===== config.mk =====
export PLATFORM = sky130hd
export DESIGN_NAME = tile_quad_uv_generator_unit
export DESIGN_NICKNAME = d
export VERILOG_FILES = /design/src/sv/tquv_pkg.sv /design/src/sv/tquv_divider.sv /design/src/sv/tile_quad_uv_generator_unit.sv
export SDC_FILE = /design/constraint.sdc
export NUM_CORES = 2
export LEC_CHECK = 0
export BUFFER_PORTS_ARGS = -buffer_cell sky130_fd_sc_hd__buf_2
export CAP_MARGIN = 40
export CORE_UTILIZATION = 45
export CTS_BUF_LIST = sky130_fd_sc_hd__clkbuf_2 sky130_fd_sc_hd__clkbuf_4 sky130_fd_sc_hd__clkbuf_8
export DETAILED_ROUTE_END_ITERATION = 8
export GPL_TIMING_DRIVEN = 0
export MAX_ROUTING_LAYER = met4
export PLACE_DENSITY = 0.59
export SETUP_SLACK_MARGIN = 0.5
export SLEW_MARGIN = 0
export SYNTH_ARGS = -nofsm -noshare
export SYNTH_HDL_FRONTEND = slang
export SYNTH_SLANG_ARGS = --single-unit

===== constraint.sdc =====
create_clock -name clk -period 19.3 [get_ports clk]
set_input_delay 0 -clock clk [delete_from_list [all_inputs] [get_ports clk]]
set_output_delay 0 -clock clk [all_outputs]
set_load 0.02 [all_outputs]

===== src/sv/tquv_pkg.sv =====
package tquv_pkg;

	// Default sizing of the block.
	localparam int unsigned MAX_MAP_WIDTH_DEF     = 4096;
	localparam int unsigned MAX_ATLAS_COLUMNS_DEF = 256;
	localparam int unsigned UV_FRACTION_BITS_DEF  = 16;

	// Tile word layout.
	localparam int unsigned ID_W   = 29;
	localparam int unsigned FLAG_H = 31;
	localparam int unsigned FLAG_V = 30;
	localparam int unsigned FLAG_D = 29;

	localparam int unsigned UV_W    = 24;
	localparam int unsigned PADDR_W = 5;

	// Register indexes on the configuration port.
	localparam logic [2:0] REG_MAP_WIDTH       = 3'd0;
	localparam logic [2:0] REG_ORIGIN_X        = 3'd1;
	localparam logic [2:0] REG_ORIGIN_Y        = 3'd2;
	localparam logic [2:0] REG_CELL_W          = 3'd3;
	localparam logic [2:0] REG_CELL_H          = 3'd4;
	localparam logic [2:0] REG_TILESET_COLUMNS = 3'd5;
	localparam logic [2:0] REG_UV_SPAN_U       = 3'd6;
	localparam logic [2:0] REG_UV_SPAN_V       = 3'd7;

	// Corner codes of a quad.
	localparam logic [1:0] CORNER_TL = 2'd0;
	localparam logic [1:0] CORNER_BL = 2'd1;
	localparam logic [1:0] CORNER_BR = 2'd2;
	localparam logic [1:0] CORNER_TR = 2'd3;

	typedef enum logic [2:0] {
		ST_IDLE,
		ST_DIVIDE,
		ST_MUL_U,
		ST_MUL_V,
		ST_EMIT
	} state_t;

	typedef struct packed {
		logic [31:0] tile_word;
		logic        start_of_map;
	} tile_item_t;

	typedef struct packed {
		logic signed [31:0]   pos_x;
		logic signed [31:0]   pos_y;
		logic signed [UV_W-1:0] tex_u;
		logic signed [UV_W-1:0] tex_v;
		logic [1:0]           corner;
		logic [23:0]          vertex_number;
		logic                 last_of_quad;
	} vertex_item_t;

endpackage


===== src/sv/tquv_divider.sv =====
module tquv_divider #(
	parameter int unsigned DIVISOR_W = 9
) (
	input  logic                   clk,
	input  logic                   arst_n,
	input  logic                   start,
	input  logic [tquv_pkg::ID_W-1:0] dividend,
	input  logic [DIVISOR_W-1:0]   divisor,
	output logic                   busy,
	output logic                   done,
	output logic [tquv_pkg::ID_W-1:0] quotient,
	output logic [DIVISOR_W-1:0]   remainder
);
	import tquv_pkg::*;

	localparam int unsigned CNT_W = $clog2(ID_W);
	localparam logic [CNT_W-1:0] LAST_STEP = CNT_W'(ID_W - 1);

	logic                 busy_q;
	logic                 done_q;
	logic [CNT_W-1:0]     cnt_q;
	logic [ID_W-1:0]      quo_q;
	logic [DIVISOR_W-1:0] rem_q;
	logic [DIVISOR_W-1:0] div_q;

	logic [DIVISOR_W:0]   trial;
	logic [DIVISOR_W:0]   diff;
	logic                 fits;

	// One restoring step: bring down the next dividend bit and try to subtract.
	always_comb begin
		trial = {rem_q, quo_q[ID_W-1]};
		diff  = trial - {1'b0, div_q};
		fits  = (trial >= {1'b0, div_q});
	end

	// Control of the bit-serial loop.
	always_ff @(posedge clk or negedge arst_n) begin
		if (!arst_n) begin
			busy_q <= 1'b0;
			done_q <= 1'b0;
			cnt_q  <= '0;
		end else begin
			done_q <= 1'b0;
			if (start) begin
				busy_q <= 1'b1;
				cnt_q  <= '0;
			end else if (busy_q) begin
				cnt_q <= cnt_q + 1'b1;
				if (cnt_q == LAST_STEP) begin
					busy_q <= 1'b0;
					done_q <= 1'b1;
				end
			end
		end
	end

	// Quotient bits shift in where the dividend bits shift out.
	always_ff @(posedge clk) begin
		if (start) begin
			quo_q <= dividend;
			rem_q <= '0;
			div_q <= divisor;
		end else if (busy_q) begin
			quo_q <= {quo_q[ID_W-2:0], fits};
			rem_q <= fits ? diff[DIVISOR_W-1:0] : trial[DIVISOR_W-1:0];
		end
	end

	assign busy      = busy_q;
	assign done      = done_q;
	assign quotient  = quo_q;
	assign remainder = rem_q;

`ifndef ASSERT_OFF
	a_rem_below_divisor: assert property (@(posedge clk) disable iff (!arst_n)
		done_q |-> (rem_q < div_q))
		else $error("divider remainder not below divisor");
	a_start_busy: assert property (@(posedge clk) disable iff (!arst_n)
		start |=> busy_q)
		else $error("divider did not start");
	a_done_idle: assert property (@(posedge clk) disable iff (!arst_n)
		done_q |-> !busy_q)
		else $error("divider done while still busy");
`endif

endmodule


===== src/sv/tile_quad_uv_generator_unit.sv =====
// Flow: a tile with id zero is taken while idle and emits nothing.
// Any other tile is accepted, divided in the bit-serial divider, handed off,
// run through the shared multiplier (u, then v) and emitted as four vertices.
// No new tile is taken until the last vertex of the current quad is loaded.
// Reset (arst_n low) clears the cursor to the origin, the vertex count to 0
// and the registers to their defaults; no vertex is pending after reset.
module tile_quad_uv_generator_unit #(
	parameter int unsigned MAX_MAP_WIDTH     = tquv_pkg::MAX_MAP_WIDTH_DEF,
	parameter int unsigned MAX_ATLAS_COLUMNS = tquv_pkg::MAX_ATLAS_COLUMNS_DEF,
	parameter int unsigned UV_FRACTION_BITS  = tquv_pkg::UV_FRACTION_BITS_DEF
) (
	input  logic                          clk,
	input  logic                          arst_n,
	input  logic                          tile_valid,
	output logic                          tile_stall,
	input  tquv_pkg::tile_item_t          tile,
	output logic                          vertex_valid,
	input  logic                          vertex_stall,
	output tquv_pkg::vertex_item_t        vertex,
	input  logic                          psel,
	input  logic                          penable,
	input  logic                          pwrite,
	input  logic [tquv_pkg::PADDR_W-1:0]  paddr,
	input  logic [31:0]                   pwdata,
	output logic [31:0]                   prdata,
	output logic                          pready
);
	import tquv_pkg::*;

	localparam int unsigned CNT_W = (MAX_MAP_WIDTH > 1) ? $clog2(MAX_MAP_WIDTH) : 1;
	localparam int unsigned DIV_W = $clog2(MAX_ATLAS_COLUMNS + 1);
	localparam logic [UV_W-1:0] UV_ONE = UV_W'(64'd1 << UV_FRACTION_BITS);

	// Configuration registers.
	logic [12:0]        map_width_q;
	logic signed [20:0] origin_x_q;
	logic signed [20:0] origin_y_q;
	logic [10:0]        cell_w_q;
	logic [10:0]        cell_h_q;
	logic [8:0]         tileset_columns_q;
	logic [16:0]        uv_span_u_q;
	logic [16:0]        uv_span_v_q;

	logic       cfg_write;
	logic [2:0] cfg_index;

	assign pready    = 1'b1;
	assign cfg_write = psel && penable && pwrite;
	assign cfg_index = paddr[PADDR_W-1:2];

	always_ff @(posedge clk or negedge arst_n) begin
		if (!arst_n) begin
			map_width_q       <= 13'd1;
			origin_x_q        <= '0;
			origin_y_q        <= '0;
			cell_w_q          <= 11'd16;
			cell_h_q          <= 11'd16;
			tileset_columns_q <= 9'd1;
			uv_span_u_q       <= 17'd65536;
			uv_span_v_q       <= 17'd65536;
		end else if (cfg_write) begin
			unique case (cfg_index)
				REG_MAP_WIDTH:       map_width_q       <= pwdata[12:0];
				REG_ORIGIN_X:        origin_x_q        <= pwdata[20:0];
				REG_ORIGIN_Y:        origin_y_q        <= pwdata[20:0];
				REG_CELL_W:          cell_w_q          <= pwdata[10:0];
				REG_CELL_H:          cell_h_q          <= pwdata[10:0];
				REG_TILESET_COLUMNS: tileset_columns_q <= pwdata[8:0];
				REG_UV_SPAN_U:       uv_span_u_q       <= pwdata[16:0];
				REG_UV_SPAN_V:       uv_span_v_q       <= pwdata[16:0];
				default:             ;
			endcase
		end
	end

	// Register readback.
	always_comb begin
		unique case (cfg_index)
			REG_MAP_WIDTH:       prdata = 32'(map_width_q);
			REG_ORIGIN_X:        prdata = 32'(unsigned'(origin_x_q));
			REG_ORIGIN_Y:        prdata = 32'(unsigned'(origin_y_q));
			REG_CELL_W:          prdata = 32'(cell_w_q);
			REG_CELL_H:          prdata = 32'(cell_h_q);
			REG_TILESET_COLUMNS: prdata = 32'(tileset_columns_q);
			REG_UV_SPAN_U:       prdata = 32'(uv_span_u_q);
			REG_UV_SPAN_V:       prdata = 32'(uv_span_v_q);
			default:             prdata = '0;
		endcase
	end

	// Effective map width and atlas column count, clamped to their limits.
	logic [31:0]      map_w_eff;
	logic [DIV_W-1:0] cols_eff;

	always_comb begin
		if (map_width_q == '0) begin
			map_w_eff = 32'd1;
		end else if (32'(map_width_q) > 32'(MAX_MAP_WIDTH)) begin
			map_w_eff = 32'(MAX_MAP_WIDTH);
		end else begin
			map_w_eff = 32'(map_width_q);
		end
		if (tileset_columns_q == '0) begin
			cols_eff = DIV_W'(1);
		end else if (32'(tileset_columns_q) > 32'(MAX_ATLAS_COLUMNS)) begin
			cols_eff = DIV_W'(MAX_ATLAS_COLUMNS);
		end else begin
			cols_eff = DIV_W'(tileset_columns_q);
		end
	end

	// Sequencer state and item registers.
	state_t            state_q, state_d;
	logic [CNT_W-1:0]  col_q;
	logic [31:0]       left_q;
	logic [31:0]       top_q;
	logic [23:0]       vcount_q;
	logic [1:0]        k_q;
	logic              flip_h_q, flip_v_q, flip_d_q;
	logic [UV_W-1:0]   u0_q, v0_q;
	logic              vout_q;
	vertex_item_t      vertex_q;

	logic              accept;
	logic              id_zero;
	logic              load_ok;
	logic              div_start;
	logic              div_busy;
	logic              div_done;
	logic              emit_load;
	logic              emit_last;
	logic [ID_W-1:0]   div_quo;
	logic [DIV_W-1:0]  div_rem;

	assign accept    = tile_valid && !tile_stall;
	assign id_zero   = (tile.tile_word[ID_W-1:0] == '0);
	assign load_ok   = !vout_q || !vertex_stall;
	assign tile_stall = (state_q != ST_IDLE);

	// Next state and sequencer strobes.
	always_comb begin
		state_d   = state_q;
		div_start = 1'b0;
		emit_load = 1'b0;
		unique case (state_q)
			ST_IDLE: begin
				if (accept && !id_zero) begin
					div_start = 1'b1;
					state_d   = ST_DIVIDE;
				end
			end
			ST_DIVIDE: begin
				if (div_done) begin
					state_d = ST_MUL_U;
				end
			end
			ST_MUL_U: begin
				state_d = ST_MUL_V;
			end
			ST_MUL_V: begin
				state_d = ST_EMIT;
			end
			ST_EMIT: begin
				if (load_ok) begin
					emit_load = 1'b1;
					if (k_q == CORNER_TR) begin
						state_d = ST_IDLE;
					end
				end
			end
			default: state_d = ST_IDLE;
		endcase
	end

	assign emit_last = emit_load && (k_q == CORNER_TR);

	always_ff @(posedge clk or negedge arst_n) begin
		if (!arst_n) begin
			state_q <= ST_IDLE;
		end else begin
			state_q <= state_d;
		end
	end

	// Serial division of id-1 by the atlas column count.
	tquv_divider #(
		.DIVISOR_W(DIV_W)
	) u_divider (
		.clk      (clk),
		.arst_n   (arst_n),
		.start    (div_start),
		.dividend (tile.tile_word[ID_W-1:0] - 1'b1),
		.divisor  (cols_eff),
		.busy     (div_busy),
		.done     (div_done),
		.quotient (div_quo),
		.remainder(div_rem)
	);

	// Shared multiplier: atlas column by tile u size, then atlas row by tile v size.
	logic [UV_W-1:0] mul_a;
	logic [16:0]     mul_b;
	logic [40:0]     mul_p;

	always_comb begin
		if (state_q == ST_MUL_U) begin
			mul_a = UV_W'(div_rem);
			mul_b = uv_span_u_q;
		end else begin
			mul_a = div_quo[UV_W-1:0];
			mul_b = uv_span_v_q;
		end
		mul_p = 41'(mul_a) * 41'(mul_b);
	end

	always_ff @(posedge clk) begin
		if (accept) begin
			flip_h_q <= tile.tile_word[FLAG_H];
			flip_v_q <= tile.tile_word[FLAG_V];
			flip_d_q <= tile.tile_word[FLAG_D];
		end
		if (state_q == ST_MUL_U) begin
			u0_q <= mul_p[UV_W-1:0];
		end
		if (state_q == ST_MUL_V) begin
			v0_q <= UV_ONE - mul_p[UV_W-1:0];
		end
	end

	// Grid cursor: start of map restarts it, and every tile advances it.
	logic [31:0]      org_x, org_y;
	logic [CNT_W-1:0] cur_col, src_col, adv_col;
	logic [31:0]      cur_left, cur_top, src_left, src_top, adv_left, adv_top;
	logic [CNT_W:0]   next_col;
	logic             wrap;

	always_comb begin
		org_x    = 32'(origin_x_q);
		org_y    = 32'(origin_y_q);
		cur_col  = tile.start_of_map ? '0 : col_q;
		cur_left = tile.start_of_map ? org_x : left_q;
		cur_top  = tile.start_of_map ? org_y : top_q;
		src_col  = (state_q == ST_IDLE) ? cur_col : col_q;
		src_left = (state_q == ST_IDLE) ? cur_left : left_q;
		src_top  = (state_q == ST_IDLE) ? cur_top : top_q;
		next_col = {1'b0, src_col} + 1'b1;
		wrap     = (32'(next_col) >= map_w_eff);
		adv_col  = wrap ? '0 : next_col[CNT_W-1:0];
		adv_left = wrap ? org_x : src_left + 32'(cell_w_q);
		adv_top  = wrap ? src_top - 32'(cell_h_q) : src_top;
	end

	always_ff @(posedge clk or negedge arst_n) begin
		if (!arst_n) begin
			col_q  <= '0;
			left_q <= '0;
			top_q  <= '0;
		end else if (accept && id_zero) begin
			col_q  <= adv_col;
			left_q <= adv_left;
			top_q  <= adv_top;
		end else if (accept) begin
			col_q  <= cur_col;
			left_q <= cur_left;
			top_q  <= cur_top;
		end else if (emit_last) begin
			col_q  <= adv_col;
			left_q <= adv_left;
			top_q  <= adv_top;
		end
	end

	// Corner values of the current quad.
	logic [UV_W-1:0] u_lo, u_hi, v_lo;
	logic [UV_W-1:0] u_a, u_b, v_a, v_b, u_k, v_k;
	logic [31:0]     x_r, y_b, x_k, y_k;

	always_comb begin
		u_lo = u0_q;
		u_hi = u0_q + UV_W'(uv_span_u_q);
		v_lo = v0_q - UV_W'(uv_span_v_q);
		u_a  = flip_h_q ? u_hi : u_lo;
		u_b  = flip_h_q ? u_lo : u_hi;
		v_a  = flip_v_q ? v_lo : v0_q;
		v_b  = flip_v_q ? v0_q : v_lo;
		x_r  = left_q + 32'(cell_w_q);
		y_b  = top_q - 32'(cell_h_q);
		case (k_q)
			CORNER_TL: begin
				x_k = left_q;
				y_k = top_q;
				u_k = flip_d_q ? u_b : u_a;
				v_k = v_a;
			end
			CORNER_BL: begin
				x_k = left_q;
				y_k = y_b;
				u_k = u_a;
				v_k = flip_d_q ? v_a : v_b;
			end
			CORNER_BR: begin
				x_k = x_r;
				y_k = y_b;
				u_k = flip_d_q ? u_a : u_b;
				v_k = v_b;
			end
			default: begin
				x_k = x_r;
				y_k = top_q;
				u_k = u_b;
				v_k = flip_d_q ? v_b : v_a;
			end
		endcase
	end

	// Corner index and running vertex count.
	always_ff @(posedge clk or negedge arst_n) begin
		if (!arst_n) begin
			k_q      <= CORNER_TL;
			vcount_q <= '0;
		end else begin
			if (accept) begin
				k_q <= CORNER_TL;
			end else if (emit_load) begin
				k_q <= k_q + 1'b1;
			end
			if (emit_load) begin
				vcount_q <= vcount_q + 1'b1;
			end
		end
	end

	// Output register: holds one item until the consumer takes it.
	always_ff @(posedge clk or negedge arst_n) begin
		if (!arst_n) begin
			vout_q <= 1'b0;
		end else if (emit_load) begin
			vout_q <= 1'b1;
		end else if (!vertex_stall) begin
			vout_q <= 1'b0;
		end
	end

	always_ff @(posedge clk) begin
		if (emit_load) begin
			vertex_q.pos_x         <= x_k;
			vertex_q.pos_y         <= y_k;
			vertex_q.tex_u         <= u_k;
			vertex_q.tex_v         <= v_k;
			vertex_q.corner        <= k_q;
			vertex_q.vertex_number <= vcount_q;
			vertex_q.last_of_quad  <= (k_q == CORNER_TR);
		end
	end

	assign vertex_valid = vout_q;
	assign vertex       = vertex_q;

`ifndef ASSERT_OFF
	a_last_on_tr: assert property (@(posedge clk) disable iff (!arst_n)
		vout_q |-> (vertex_q.last_of_quad == (vertex_q.corner == CORNER_TR)))
		else $error("last_of_quad does not match the top-right corner");
	a_zero_id_idle: assert property (@(posedge clk) disable iff (!arst_n)
		(accept && id_zero) |=> (state_q == ST_IDLE))
		else $error("tile with id zero started work");
	a_mul_to_emit: assert property (@(posedge clk) disable iff (!arst_n)
		(state_q == ST_MUL_V) |=> (state_q == ST_EMIT && k_q == CORNER_TL))
		else $error("emission did not start at the top-left corner");
	a_div_in_divide: assert property (@(posedge clk) disable iff (!arst_n)
		div_busy |-> (state_q == ST_DIVIDE))
		else $error("divider running outside the divide state");
`endif

endmodule


Word-level counts from Yosys, hierarchy flattened
Cells that the tools add are included.
{"block": "word_totals", "input_bits": 77, "reg_bits": 470, "elab_cells": 165, "output_inout_bits": 174}
{"block": "op_classes", "muxes": 60, "n_reduce_logical": 33, "eq_ne": 20, "multipliers": 1, "addsub": 13, "magnitude_cmp": 4}
{"op": "32-bit 2-to-1 mux", "count": 14}
{"op": "32-bit one-hot mux with 8 select lines", "count": 1}
{"op": "24-bit 2-to-1 mux", "count": 9}
{"op": "24-bit one-hot mux with 3 select lines", "count": 2}
{"op": "12-bit 2-to-1 mux", "count": 6}
{"op": "32-bit by 11-bit adder with 32-bit output", "count": 2}
{"op": "32-bit by 11-bit subtractor with 32-bit output", "count": 2}
{"op": "29-bit 2-to-1 mux", "count": 2}
{"op": "13-bit by 32-bit >= comparator with 1-bit output", "count": 1}
{"op": "29-bit logical NOT", "count": 1}
{"op": "29-bit by 1-bit subtractor with 29-bit output, second input constant", "count": 1}
{"op": "13-bit 2-to-1 mux", "count": 2}
{"op": "24-bit by 1-bit adder with 24-bit output, second input constant", "count": 1}
{"op": "24-bit by 17-bit adder with 24-bit output", "count": 1}
{"op": "24-bit by 17-bit multiplier with 24-bit output", "count": 1}
{"op": "17-bit by 24-bit subtractor with 24-bit output, first input constant", "count": 1}
{"op": "24-bit by 17-bit subtractor with 24-bit output", "count": 1}
{"op": "9-bit 2-to-1 mux", "count": 2}
{"op": "17-bit 2-to-1 mux", "count": 1}
{"op": "2-bit AND reduction", "count": 8}
{"op": "3-bit equality test, second input constant", "count": 5}
{"op": "3-bit one-hot mux with 5 select lines", "count": 1}
{"op": "12-bit by 1-bit adder with 13-bit output, second input constant", "count": 1}
{"op": "13-bit > comparator, second input constant", "count": 1}
{"op": "27 further kinds", "count": 64}

Logic depth before layout (Yosys ltp)
{"block": "depth", "word_depth": 8, "mapped_depth": 33, "depth_no_buf": 29}

Hierarchy
Synthesis repeated with hierarchy kept, for this count alone.
{"block": "hier_totals", "hier_cells": 3834, "area_unflattened_um2": 36296.1}
{"module": "tile_quad_uv_generator_unit", "instances": 1, "cells_per_inst": 3623, "area_per_inst_um2": 33599.7, "seq_area_each_um2": 11368.4}
{"module": "tquv_divider", "instances": 1, "cells_per_inst": 211, "area_per_inst_um2": 2696.3, "seq_area_each_um2": 1496.4}

Least setup slack after synthesis
OpenSTA, ideal clock, no wires.
{"block": "synth_path", "kind": "register -> register", "start": "register state_q[0]", "end": "register v0_q[22], data pin", "stages_incl_launch_ff": 30, "arrival_time_ns": 7.626, "period_less_slack_ns": 7.895, "setup_ns": 0.269, "t_required_ns": 19.031, "path_buffers": 4, "setup_slack_ns": 11.405, "cell_sequence": "dfrtp_1 > buf_2 > nor2_1 > nand2_2 > inv_2 > buf_2 > buf_1 > clkbuf_1 > nand2_1 > nand2_1 > nand2_1 > fa_1 > fa_1 > inv_1 > fa_1 > fa_1 > fa_1 > inv_1 > fa_1 > inv_1 > ha_1 > a21o_1 > a21o_1 > a21oi_1 > a21bo_2 > o41ai_2 > o21ai_0 > xor2_1 > nor3_1 > xnor2_1"}
{"block": "synth_between", "elab_chain_len": 4, "word_cells_on_any_way": 5, "classes_between": "1 x add/sub; 1 x mul; 1 x eq/ne; 2 x mux"}
{"item": "start, declared", "line_no": "tile_quad_uv_generator_unit.sv:113", "text": "state_t state_q, state_d;"}
{"item": "start signal, assigned", "line_no": "tile_quad_uv_generator_unit.sv:181", "text": "state_q <= state_d;"}
{"item": "3-bit by 2-bit equality test with 1-bit output (*)", "line_no": "tile_quad_uv_generator_unit.sv:206", "text": "if (state_q == ST_MUL_U) begin"}
{"item": "24-bit 2-to-1 mux or 17-bit 2-to-1 mux (tied branches)", "line_no": "tile_quad_uv_generator_unit.sv:206"}
{"item": "24-bit by 17-bit multiplier with 24-bit output (*)", "line_no": "tile_quad_uv_generator_unit.sv:213", "text": "mul_p = 41'(mul_a) * 41'(mul_b);"}
{"item": "named net mul_p[21]", "line_no": "tile_quad_uv_generator_unit.sv:203", "text": "logic [40:0] mul_p;"}
{"item": "17-bit by 24-bit subtractor with 24-bit output (*)", "line_no": "tile_quad_uv_generator_unit.sv:226", "text": "v0_q <= UV_ONE - mul_p[UV_W-1:0];"}
{"item": "end signal, assigned", "line_no": "tile_quad_uv_generator_unit.sv:226"}
{"item": "end, declared", "line_no": "tile_quad_uv_generator_unit.sv:120", "text": "logic [UV_W-1:0] u0_q, v0_q;"}
Mark *: on every way through the listed nets, which the timed path passes. The rest lies on a longest branch.
A chain may end at the register's enable or synchronous reset.

Worst setup path after layout
{"block": "layout_path", "start": "register state_q[0]", "end": "register v0_q[22], data pin"}
{"block": "layout_between", "elab_chain_len": 4, "word_cells_on_any_way": 5, "classes_between": "1 x add/sub; 1 x mul; 1 x eq/ne; 2 x mux"}
{"item": "3-bit by 2-bit equality test with 1-bit output (*)", "line_no": "tile_quad_uv_generator_unit.sv:206"}
{"item": "24-bit 2-to-1 mux or 17-bit 2-to-1 mux (tied branches)", "line_no": "tile_quad_uv_generator_unit.sv:206"}
{"item": "24-bit by 17-bit multiplier with 24-bit output (*)", "line_no": "tile_quad_uv_generator_unit.sv:213"}
{"item": "17-bit by 24-bit subtractor with 24-bit output (*)", "line_no": "tile_quad_uv_generator_unit.sv:226"}
Mark *: on every way between the ends. The rest lies on a longest branch, timed or not.

==> run_results.csv <==
group,metric,value,unit
outcome,status,"finished, violations left",
outcome,violations,"design-rule violations",
sta,worstMarginPinSlew,0.992,ns
setup_path,crit_fanout,10,
clock_tree,clockBufferDepth,3,
logic_synthesis,yosys_warnings,0,
placed_design,port_buffers,222,
floorplan,start_util,0.455,
global_routing,grt_pass1_vias,30900,
clock_tree,root_buffer,"clkbuf_8",
clock_tree,cts_tree,"yes",
logic_synthesis,syn_inst,3912,
clock_tree,cts.htree.levels,3,
sta,finalClockSkew,0.0635,ns
routing,drcViolationCount,80,
logic_synthesis,synth_edf_count,228,
cells_and_area,multi_input_area,21600,um^2
sta,period_share,0.511,
setup_path,slowest_delay,0.67,ns
min_path,min_path_cells,2,
logic_synthesis,synth_top_area_frac,0.187,
clock_tree,ctsResizeCount,0,
setup_path,critPathMostFrequentCell,"fa_1",
setup_path,cpMaxStageDelayCell,"xor2_1",
routing,wl_per_cell,22.9,um
logic_synthesis,synth_common_cells,"nand2_1, inv_1, nor2_1",
routing,vias,31600,
floorplan,die_x,288,um
logic_synthesis,yosysTopAreaCell,"edfxtp_1",
logic_synthesis,seq_area_frac_synth,0.350,
logic_synthesis,avgSynthCellArea,9.38,um^2
global_routing,grt_max_degree,93,
logic_synthesis,ys.flop_type,"edfxtp_1",
setup_path,reg2reg_from,"state_q[0]",
global_routing,grt_pass1_wl,189000,um
logic_synthesis,synth_seq_cells,470,
min_path,min_delay_worst_endpoint,"flip_v_q",
logic_synthesis,synth_most_common_cell,"nand2_1",
global_routing,overflow,0,
setup_path,worstPathArrival,10.30,ns
floorplan,dieArea,82700,um^2
sta,hold_viol_final,0,
min_path,hold_start,"tile[31]",
sta,slew_viol_final,0,
run,maxCapViolations,0,
routing,initialDrtViolationCount,2851,
cells_and_area,syn2layout_area_growth,15.3,%
setup_path,worstReg2RegEnd,"v0_q[22]",
clock_tree,numCtsBuffers,85,
setup_path,reg2reg_setup_slack,9.43,ns
logic_synthesis,synthArstFlopShare,0.496,
clock_tree,postCtsSetupRepairBufs,0,
cells_and_area,nFillCells,7607,
sta,clock.fmax,101,MHz
floorplan,rows,104,
floorplan,die_h,288,um
routing,firstDrtPassIters,9,
global_routing,gr-usage-all-layers,0.314,
floorplan,core_area,80700,um^2
logic_synthesis,synth.area.top_cells,"edfxtp_1, dfrtp_1, fa_1",
placed_design,gp_congestion,0.986,
cells_and_area,seq_area,12900,um^2
sta,maxSlewHeadroom,0.336,
cells_and_area,final_nets,4804,
clock_tree,clk_pin_slew,0.07,ns
placed_design,dp_hpwl,97900,um
logic_synthesis,syn_area,36700,um^2
setup_path,ff2ff_path_depth,29,
setup_path,end_kind,"register",
clock_tree,clk_latency,0.72,ns
logic_synthesis,yosysUniqueCellTypes,110,
routing,via_per_inst,5.76,
sta,setup_violations,0,
floorplan,ios,251,
setup_path,startpoint_type,"register",
setup_path,worstPathRequired,19.73,ns
sta,rsz0062_at_grt,"false",
min_path,worstHoldPathType,"in2reg",
sta,fin_tns_setup,0,ns
cells_and_area,layout-drive-gt1-share,0.145,
sta,finalCriticalPeriod,9.87,ns
routing,ant_nets,0,
setup_path,critPathKind,"reg2reg",
clock_tree,cts_sinks,470,
routing,wirelength,126000,um
global_routing,antenna_found_initial,7,
-- sequential cells by signal, indices dropped and copies added (netlist names), 13 cells and up --
| register | count |
|---|---|
| left_q | 32 |
| map_width_q | 13 |
| origin_x_q | 21 |
| origin_y_q | 21 |
| top_q | 32 |
| u0_q | 24 |
| u_divider.quotient | 29 |
| uv_span_u_q | 17 |
| uv_span_v_q | 17 |
| v0_q | 24 |
| vcount_q | 24 |
| vertex | 139 |
-- critical path: cells and delay by family (launching register included) --
| kind | cells | cell delay [ns] |
|---|---|---|
| AO/OA/AOI/OAI | 3 | 0.92 |
| XOR/XNOR | 2 | 0.78 |
| adder cells (fa/ha/maj) | 7 | 3.28 |
| buffers and inverters | 10 | 2.36 |
| flip-flops | 1 | 0.35 |
| multiplexers | 1 | 0.64 |
| AND/OR/NAND/NOR | 6 | 1.28 |
-- cell families after synthesis --
family	synth area share
compound gates	0.143
xor+xnor	0.0618
fa+ha+maj	0.171
buf+inv	0.0612
flops	0.350
mux	0.0552
other cells	0.000205
simple gates	0.157
-- layout by cell type, fill, tap and decap left out, types with 37 or more instances in the layout --
cell	n
xor2_1	92
nand4_1	40
nor2_1	343
mux2_2	108
mux2i_1	57
and2_1	46
a21oi_1	206
a221oi_1	37
o21ai_0	177
a21o_1	59
dlygate4sd3_1	87
nor3_1	64
a22oi_1	42
clkbuf_1	144
clkbuf_8	96
edfxtp_1	228
nand2_1	470
ha_1	172
dfrtp_1	227
inv_1	368
fa_1	206
xnor2_1	167
buf_2	248
nand3_1	77
-- stage by stage --
stage	instance area, um^2	util	setup WS (ns)	hold slack, ns	cells
detailed placement	39600	0.491	9.70	-0.0351	5233
global placement	39200	0.486	9.07	0.188	5204
floorplan	36700	-	11.40	-0.296	3922
CTS	42300	0.524	9.68	0.00104	5480
finish	42300	0.525	9.43	0.0404	5489
global route	42300	0.525	8.96	0.0282	5486
-- how the worst max path moves through the flow --
stage | slack (ns) | start | depth (start not counted) | to
final | 9.43 | state_q[0] | 29 | v0_q[22]
after global routing | 8.96 | state_q[0] | 29 | v0_q[22]
after CTS | 9.68 | state_q[0] | 29 | v0_q[22]
after detailed placement | 9.70 | state_q[0] | 29 | v0_q[22]
after global placement | 9.07 | state_q[0] | 10 | left_q[26]
after floorplan | 11.40 | state_q[0] | 29 | v0_q[22]
-- timing repair --
| item | CTS | global route |
|---|---|---|
| endpoints found under the setup margin | 0 | 0 |
| endpoints found under the hold margin | 434 | 0 |
| hold buffers | 88 | 0 |
-- cell type report --
cell class                      count  share of cell area
Multi-Input combinational cell   2877               0.511
Clock inverter                     31             0.00612
Sequential cell                   470               0.304
Tap cell                         1060              0.0313
Antenna cell                        8            0.000473
Clock buffer                      128              0.0369
Buffer                            201              0.0199
Inverter                          374              0.0332
Timing Repair Buffer              340              0.0568
-- metal layers --
metal / global-route usage / share of wire / up-vias
li1: - / - / 14400
met1: 0.403 / 0.42 / 15600
met2: 0.488 / 0.46 / 1292
met3: 0.0548 / 0.076 / 287
met4: 0.133 / 0.042 / 0
met5: - / 0 / -
Power is left out: the tool's default activity adds up to more than one toggle a clock period on the data nets, which glitch-free logic cannot reach.
